$ cat config.mk
export PLATFORM = sky130hd
export DESIGN_NAME = fading_point_store_top
export DESIGN_NICKNAME = d
export VERILOG_FILES = /design/src/rtl/fps_pkg.sv /design/src/rtl/fading_point_store_top.sv /design/src/rtl/fps_ram.sv
export SDC_FILE = /design/constraint.sdc
export NUM_CORES = 2
export LEC_CHECK = 0
export BUFFER_PORTS_ARGS = -buffer_cell sky130_fd_sc_hd__buf_4
export CORE_MARGIN = 2
export CORE_UTILIZATION = 45
export CTS_CLUSTER_SIZE = 20
export DETAILED_ROUTE_END_ITERATION = 10
export SLEW_MARGIN = 15
export SYNTH_ARGS = -nofsm -noshare
export SYNTH_HDL_FRONTEND = slang
export SYNTH_MEMORY_MAX_BITS = 65536
export SYNTH_SLANG_ARGS = --single-unit
$ cat constraint.sdc
create_clock -name clock -period 13.98 [get_ports clock]
set_input_delay 3.495 -clock clock [delete_from_list [all_inputs] [get_ports clock]]
set_output_delay 3.495 -clock clock [all_outputs]
set_load 0.005 [all_outputs]
$ cat src/rtl/fps_pkg.sv
// fps_pkg: shared constants and types for the fading point store
// no dependencies
package fps_pkg;
   localparam int DEPTH = 64;
   localparam int IDX_W = $clog2(DEPTH);
   localparam int CNT_W = $clog2(DEPTH + 1);
   localparam int ENTRY_W = 16 + 16 + 32 + 1;
   localparam int ADDR_W = 3;

   typedef enum logic [1:0] {
      OP_ADD = 2'd0,
      OP_EXPIRE = 2'd1,
      OP_QUERY = 2'd2,
      OP_CLEAR = 2'd3
   } op_type;

   localparam logic [ADDR_W-1:0] REG_LIFETIME = 3'd0;
   localparam logic [ADDR_W-1:0] REG_FADE_START = 3'd4;

   localparam logic [31:0] LIFETIME_RESET = 32'd5000;
   localparam logic [31:0] FADE_START_RESET = 32'd3000;
   localparam logic [8:0] WEIGHT_FULL = 9'd256;

   typedef struct packed {
      logic        good;
      logic [15:0] angle;
      logic [15:0] distance;
      logic [31:0] stamp;
   } entry_type;
endpackage

$ cat src/rtl/fading_point_store_top.sv
// fading_point_store_top: ordered point store with linear fade weight
// uses fps_pkg and fps_ram
//
// Points sit in one ring memory with a head pointer and fill count. Add and
// clear finish in the idle state. Expire and query walk the stored entries one
// at a time (memory read, then evaluate); expire compacts in place. A query hit
// that needs fading runs a restoring divider, and a hit is held back until the
// next hit or the end of the scan shows whether it is the last one. The input
// is stalled until the current item has finished.
module fading_point_store_top (
   input  logic                        clock,
   input  logic                        reset,
   input  logic                        req_valid,
   output logic                        req_stall,
   input  logic [1:0]                  req_operation,
   input  logic [31:0]                 req_time_now,
   input  logic [15:0]                 req_point_angle,
   input  logic [15:0]                 req_point_distance,
   input  logic                        req_point_good,
   input  logic [15:0]                 req_min_angle,
   input  logic [15:0]                 req_max_angle,
   output logic                        rsp_valid,
   input  logic                        rsp_stall,
   output logic                        rsp_hit,
   output logic [15:0]                 rsp_angle_out,
   output logic [15:0]                 rsp_distance_out,
   output logic [31:0]                 rsp_stamp_out,
   output logic [8:0]                  rsp_weight,
   output logic                        rsp_last,
   input  logic                        psel,
   input  logic                        penable,
   input  logic                        pwrite,
   input  logic [fps_pkg::ADDR_W-1:0]  paddr,
   input  logic [31:0]                 pwdata,
   output logic [31:0]                 prdata,
   output logic                        pready
);
   import fps_pkg::*;

   typedef enum logic [2:0] {
      S_IDLE, S_READ, S_EVAL, S_DIV, S_EMIT, S_DONE
   } state_type;

   state_type state_ff;
   logic [31:0] lifetime_ff, fade_start_ff;
   logic [IDX_W-1:0] head_ff;
   logic [CNT_W-1:0] fill_ff;
   logic [CNT_W-1:0] scan_ff;   // read position
   logic [CNT_W-1:0] keep_ff;   // compaction write position
   op_type op_ff;
   logic [31:0] now_ff;
   logic [15:0] lo_ff, hi_ff;
   logic have_ff;             // a finished hit is held back
   logic [32:0] rem_ff;
   logic [31:0] den_ff;
   logic [8:0] quo_ff;
   logic [3:0] div_cnt_ff;
   entry_type held_ff;
   logic pend_ff;             // held hit takes its weight from the divider
   logic [8:0] held_w_ff;

   logic rsp_valid_ff, rsp_hit_ff, rsp_last_ff;
   logic [15:0] rsp_angle_ff, rsp_dist_ff;
   logic [31:0] rsp_stamp_ff;
   logic [8:0] rsp_weight_ff;

   logic wr_en;
   logic [IDX_W-1:0] wr_addr, rd_addr;
   entry_type wr_data, rd_data;
   logic [ENTRY_W-1:0] rd_raw;

   fps_ram #(.WIDTH(ENTRY_W), .DEPTH(DEPTH)) u_ram (
      .clock(clock), .wr_en(wr_en), .wr_addr(wr_addr), .wr_data(wr_data),
      .rd_addr(rd_addr), .rd_data(rd_raw)
   );
   assign rd_data = entry_type'(rd_raw);

   function automatic logic [IDX_W-1:0] ring(input logic [IDX_W-1:0] h,
                                             input logic [CNT_W-1:0] o);
      logic [CNT_W:0] s;
      s = {1'b0, {(CNT_W - IDX_W){1'b0}}, h} + {1'b0, o};
      if (s >= (CNT_W+1)'(DEPTH)) s = s - (CNT_W+1)'(DEPTH);
      return s[IDX_W-1:0];
   endfunction

   assign pready = 1'b1;
   assign req_stall = (state_ff != S_IDLE);
   logic req_take;
   assign req_take = req_valid && !req_stall;
   logic out_free;
   assign out_free = !rsp_valid_ff || !rsp_stall;
   logic rsp_load;
   assign rsp_load = out_free && (state_ff == S_EMIT || state_ff == S_DONE);

   // evaluation of the entry just read
   logic [31:0] age, eval_f, eval_d;
   logic future, gone, match;
   assign future = now_ff < rd_data.stamp;
   assign age = now_ff - rd_data.stamp;
   assign gone = !future && (age >= lifetime_ff);
   assign match = rd_data.good && (rd_data.angle >= lo_ff) && (rd_data.angle <= hi_ff);
   assign eval_f = age - fade_start_ff;
   assign eval_d = lifetime_ff - fade_start_ff;
   logic scan_more;
   assign scan_more = (scan_ff + 1'b1) < fill_ff;

   assign rd_addr = ring(head_ff, scan_ff);
   always_comb begin
      wr_en = 1'b0;
      wr_addr = ring(head_ff, fill_ff);
      wr_data = entry_type'({req_point_good, req_point_angle, req_point_distance,
                             req_time_now});
      if (state_ff == S_IDLE && req_take &&
          op_type'(req_operation) == OP_ADD) begin
         wr_en = 1'b1;
         if (fill_ff == CNT_W'(DEPTH)) wr_addr = head_ff;
      end else if (state_ff == S_EVAL && op_ff == OP_EXPIRE && !gone) begin
         wr_en = 1'b1;
         wr_addr = ring(head_ff, keep_ff);
         wr_data = rd_data;
      end
   end

   always_ff @(posedge clock) begin
      if (reset) begin
         state_ff <= S_IDLE;
         lifetime_ff <= LIFETIME_RESET;
         fade_start_ff <= FADE_START_RESET;
         head_ff <= '0;
         fill_ff <= '0;
         rsp_valid_ff <= 1'b0;
         pend_ff <= 1'b0;
         have_ff <= 1'b0;
      end else begin
         if (psel && penable && pwrite) begin
            if (paddr == REG_LIFETIME) lifetime_ff <= pwdata;
            else if (paddr == REG_FADE_START) fade_start_ff <= pwdata;
         end
         if (rsp_load) rsp_valid_ff <= 1'b1;
         else if (rsp_valid_ff && !rsp_stall) rsp_valid_ff <= 1'b0;
         unique case (state_ff)
            S_IDLE: begin
               if (req_take) begin
                  op_ff <= op_type'(req_operation);
                  now_ff <= req_time_now;
                  lo_ff <= req_min_angle;
                  hi_ff <= req_max_angle;
                  scan_ff <= '0;
                  keep_ff <= '0;
                  have_ff <= 1'b0;
                  pend_ff <= 1'b0;
                  unique case (op_type'(req_operation))
                     OP_ADD: begin
                        if (fill_ff == CNT_W'(DEPTH)) head_ff <= ring(head_ff, CNT_W'(1));
                        else fill_ff <= fill_ff + 1'b1;
                     end
                     OP_CLEAR: fill_ff <= '0;
                     OP_EXPIRE: begin
                        if (fill_ff != '0) state_ff <= S_READ;
                     end
                     OP_QUERY: state_ff <= (fill_ff == '0) ? S_DONE : S_READ;
                  endcase
               end
            end
            S_READ: state_ff <= S_EVAL;
            S_EVAL: begin
               if (op_ff == OP_EXPIRE) begin
                  if (!gone) keep_ff <= keep_ff + 1'b1;
                  scan_ff <= scan_ff + 1'b1;
                  if (scan_more) state_ff <= S_READ;
                  else begin
                     fill_ff <= keep_ff + CNT_W'(!gone);
                     state_ff <= S_IDLE;
                  end
               end else if (match && have_ff) begin
                  // the earlier hit is not the last; send it, then look again
                  state_ff <= S_EMIT;
               end else if (match) begin
                  held_ff <= rd_data;
                  if (!future && age >= fade_start_ff && age < lifetime_ff &&
                      eval_d != '0) begin
                     // 256*(d-f)/d, one quotient bit per cycle
                     rem_ff <= {1'b0, eval_d - eval_f};
                     den_ff <= eval_d;
                     quo_ff <= '0;
                     div_cnt_ff <= '0;
                     state_ff <= S_DIV;
                  end else begin
                     held_w_ff <= (!future && age < fade_start_ff) ? WEIGHT_FULL : '0;
                     have_ff <= 1'b1;
                     pend_ff <= 1'b0;
                     scan_ff <= scan_ff + 1'b1;
                     state_ff <= scan_more ? S_READ : S_DONE;
                  end
               end else begin
                  scan_ff <= scan_ff + 1'b1;
                  state_ff <= scan_more ? S_READ : S_DONE;
               end
            end
            S_DIV: begin
               // remainder r <= d, quotient of r*2^8/d built msb first
               if (div_cnt_ff == 4'd0) begin
                  // leading bit: (d-f)/d, which is 1 only if f==0
                  if (rem_ff[31:0] >= den_ff) begin
                     quo_ff <= 9'd1; rem_ff <= {1'b0, rem_ff[31:0] - den_ff};
                  end
               end else begin
                  if ({rem_ff[31:0], 1'b0} >= {1'b0, den_ff}) begin
                     rem_ff <= {rem_ff[31:0], 1'b0} - {1'b0, den_ff};
                     quo_ff <= {quo_ff[7:0], 1'b1};
                  end else begin
                     rem_ff <= {rem_ff[31:0], 1'b0};
                     quo_ff <= {quo_ff[7:0], 1'b0};
                  end
               end
               div_cnt_ff <= div_cnt_ff + 1'b1;
               if (div_cnt_ff == 4'd8) begin
                  pend_ff <= 1'b1;
                  have_ff <= 1'b1;
                  scan_ff <= scan_ff + 1'b1;
                  state_ff <= scan_more ? S_READ : S_DONE;
               end
            end
            S_EMIT: begin
               if (out_free) begin
                  rsp_hit_ff <= 1'b1;
                  rsp_angle_ff <= held_ff.angle;
                  rsp_dist_ff <= held_ff.distance;
                  rsp_stamp_ff <= held_ff.stamp;
                  rsp_weight_ff <= pend_ff ? quo_ff : held_w_ff;
                  rsp_last_ff <= 1'b0;
                  pend_ff <= 1'b0;
                  have_ff <= 1'b0;
                  state_ff <= S_EVAL;
               end
            end
            S_DONE: begin
               // close the query: send the held hit as last, or an empty result
               if (out_free) begin
                  if (have_ff) begin
                     rsp_hit_ff <= 1'b1;
                     rsp_angle_ff <= held_ff.angle;
                     rsp_dist_ff <= held_ff.distance;
                     rsp_stamp_ff <= held_ff.stamp;
                     rsp_weight_ff <= pend_ff ? quo_ff : held_w_ff;
                  end else begin
                     rsp_hit_ff <= 1'b0;
                     rsp_angle_ff <= '0;
                     rsp_dist_ff <= '0;
                     rsp_stamp_ff <= '0;
                     rsp_weight_ff <= '0;
                  end
                  rsp_last_ff <= 1'b1;
                  pend_ff <= 1'b0;
                  have_ff <= 1'b0;
                  state_ff <= S_IDLE;
               end
            end
            default: state_ff <= S_IDLE;
         endcase
      end
   end

   assign rsp_valid = rsp_valid_ff;
   assign rsp_hit = rsp_hit_ff;
   assign rsp_angle_out = rsp_angle_ff;
   assign rsp_distance_out = rsp_dist_ff;
   assign rsp_stamp_out = rsp_stamp_ff;
   assign rsp_weight = rsp_weight_ff;
   assign rsp_last = rsp_last_ff;

   always_comb begin
      prdata = '0;
      if (paddr == REG_LIFETIME) prdata = lifetime_ff;
      else if (paddr == REG_FADE_START) prdata = fade_start_ff;
   end

   a_fill_bound: assert property (@(posedge clock) disable iff (reset)
      fill_ff <= CNT_W'(DEPTH)) else $error("fill count above depth");
   a_weight_bound: assert property (@(posedge clock) disable iff (reset)
      rsp_valid |-> rsp_weight <= WEIGHT_FULL) else $error("weight above full");
   a_no_take_busy: assert property (@(posedge clock) disable iff (reset)
      state_ff != S_IDLE |-> req_stall) else $error("input taken while busy");
   a_empty_last: assert property (@(posedge clock) disable iff (reset)
      rsp_valid && !rsp_hit |-> rsp_last) else $error("empty result not last");
endmodule

$ cat src/rtl/fps_ram.sv
// fps_ram: generic single-port-write, single-port-read ram with registered read
// no dependencies
module fps_ram #(
   parameter int WIDTH = 8,
   parameter int DEPTH = 16
) (
   input  logic                     clock,
   input  logic                     wr_en,
   input  logic [$clog2(DEPTH)-1:0] wr_addr,
   input  logic [WIDTH-1:0]         wr_data,
   input  logic [$clog2(DEPTH)-1:0] rd_addr,
   output logic [WIDTH-1:0]         rd_data
);
   logic [WIDTH-1:0] mem_ff [DEPTH];
   logic [WIDTH-1:0] rd_data_ff;

   always_ff @(posedge clock) begin
      if (wr_en) begin
         mem_ff[wr_addr] <= wr_data;
      end
      rd_data_ff <= mem_ff[rd_addr];
   end

   assign rd_data = rd_data_ff;
endmodule

==> qor.csv <==
metric;value;unit
Mean Syn Cell Area;20.6;sq um
HPWL after DPL;325000;um
remaining global-route overflow;0;
post-synth top area cell;edfxtp_1;
most common cell in the netlist;edfxtp_1;
wire length per cell;34.3;um
Port Buffer Count;249;
initial antenna violation count;29;
post-CTS resize count;0;
post-synthesis mux area share;16.3;%
CP max FO;41;
peak supply drop;0.113;mV
Flop pwr share;50.4;%
Seq/Total Area, Yosys;73.4;%
syn_nets;9534;
Die Y;648;um
Switching Fraction;23.1;%
Synth Area in Compound Gates;3.23;%
design area;0.212;sq mm
synthesized area;0.186;sq mm
GRT Util Overall;25.2;%
share of layout cells above drive strength 1;26.8;%
Die Wd;648;um
clock buffer depth;4;
area share of fa/ha/maj cells after synthesis;2.32;%
CP peak stage delay;1.06;ns
clock latency on the worst-skew pair;1.04;ns
clock share of power;41.0;%
CTS tree;done;
endpoints failing setup;0;
clock sinks;4605;
status;complete, no violations;
CTS clk-pin slew, worst paths;0.06;ns
nature of the critical path endpoint;flip-flop;
synth warn;0;
Crit path buffers/inverters;2;
TritonCTS Buffers;458;
via count;95700;
post-synthesis sequential element count;4605;
critical path startpoint category;flip-flop;
H-tree depth;5;
Post-Synth XOR/XNOR Area;0.779;%
placed instance area;0.197;sq mm
Worst EP arrival;11.02;ns
DR vias/cell;6.17;
Worst Path Class, Setup;flip-flop to flip-flop;
Worst slew margin;16.3;%
Final Max Slew Viols;0;
final period utilization;74.3;%
CORE AREA;0.413;sq mm
Fillers;32200;
worst hold slack;0.427;ns
ys async rst share;0;%
cell-internal power;23400;uW
clk_skew;0.111;ns
setup TNS;0;ns
Area Growth Syn to Fin;13.8;%
RSZ-0062 raised after global routing;false;
post-synth top area share;71.8;%
WL final;532000;um
Max Fclk;0.0963;GHz
reg-to-reg startpoint;u_ram.rd_data[1];
main combinational cell family by area after synthesis;multiplexers;
Mapped Cells;9070;
top_reg_cell synth;edfxtp_1;
Pleak;0.0684;uW
Final Power;30500;uW
Starting Density;45.2;%
drt pass-1 iters;6;
worst hold path type;flip-flop to flip-flop;
Core Rows;236;
cell area power density;144;mW/mm^2
Fin. Hold Viols;0;
number of flops mapped to enable cells by yosys;4457;
Post-CTS Setup Inserts;0;
CP startpoint;u_ram.rd_data[1];
Root Buffer;clkbuf_16;
slowest CP cell;nor2_4;
vias in the first global route;95200;
initial DRC count;12600;
final antenna-violating net count;0;
synth cell count leaders;edfxtp_1, mux4_2, clkbuf_1;
global-route wire length before repair;744000;um
Synth cell types;83;
max cap viols;0;
largest net degree at the start of global routing;118;
die area;0.419;sq mm
Post-Synth Simple-Gate Area;2.57;%
P_sw;7040;uW
CP required;14.61;ns
Hold Buf Count CTS;0;
Ports;251;
worst hold start;u_ram.rd_data[23];
Worst path top cell family by delay;compound AO/OA/AOI/OAI gates;
Final nets;10100;
Worst Tran Pin Value;1.26;ns
Logic pwr share;8.6;%
Synth area leaders;edfxtp_1, mux4_2, ha_1;
routability cong.;0.928;
Residual DRC;0;
min Tclk post-route;10.39;ns
area by class of cell:
cell class / count / area (sq um) / area share (%)
timing repair buffer: 521 / 4320 / 2.03
tap: 5474 / 6850 / 3.23
multi-input combinational: 3777 / 48000 / 22.6
clock buffer: 569 / 12100 / 5.70
sequential: 4605 / 137000 / 64.5
inverter: 265 / 995 / 0.469
clock inverter: 282 / 3130 / 1.48
antenna: 14 / 35.0 / 0.0165
power groups by stage:
stage / Combinational (uW) / Sequential [uW] / Clock [uW]
finish: 2630 / 15400 / 12500
global route: 2830 / 15300 / 13200
CTS: 2650 / 15400 / 12700
detailed placement: 2640 / 15600 / 0
global placement: 2610 / 15600 / 0
floorplan: 1620 / 15600 / 0
through the flow:
stage               std cells  util, %  setup WS [ns]
floorplan                9070        -           2.92
global placement        14600     47.7           3.57
detailed placement      14600     47.7           3.69
CTS                     15500     51.4           3.66
global route            15500     51.4           3.10
finish                  15500     51.4           3.59
cells by family after synthesis:
group / after synthesis
and+or+nand+nor: 954
adders and majority gates: 323
DFF: 4605
xor gates and xnor gates: 165
muxes: 1406
buffers and inverters: 688
AOI/OAI and AO/OA: 928
other: 1
cells in the final DEF (no fill, tap or decap), drive strengths merged, types with 54 or more instances in the layout:
cell and count:
mux4 1300, clkinv 192, nand2 288, buf 521, clkbuf 569, nor3 56
o21ai 163, mux2i 70, nor2 158, a21oi 287, inv 277, a21o 93
xor2 80, a211oi 86, edfxtp 4457, ha 285, xnor2 85, nand3 62
nor2b 101, bufinv 54, and2 83, dfxtp 148
per-layer routing:
metal	track usage (%)	wire [um]	vias to the layer above
li1	-	-	38800
met1	35.3	216000	51700
met2	40.9	257000	4456
met3	4.03	41300	784
met4	7.88	18700	6
met5	0	41	-
flip-flops by register name, indices dropped and copies added (netlist names), 16 cells and up:
| signal | count |
|---|---|
| now_ff | 32 |
| lo_ff | 16 |
| fade_start_ff | 32 |
| rsp_angle_out | 16 |
| rsp_distance_out | 16 |
| hi_ff | 16 |
| u_ram.rd_data | 65 |
| held_ff | 64 |
| rsp_stamp_out | 32 |
| lifetime_ff | 32 |
| u_ram.mem_ff | 4160 |
| rem_ff | 32 |
| den_ff | 32 |
path summary, 6_finish.rpt:
check                                       endpoint  slack, ns  cells past startpoint
worst min register to register           held_ff[23]       0.43                      0
worst max register to register  u_ram.mem_ff[45][40]       3.59                     25
worst max-delay path            u_ram.mem_ff[45][40]       3.59                     25
worst min-delay path                     held_ff[23]       0.43                      0
(Power assumes the default switching activity.)
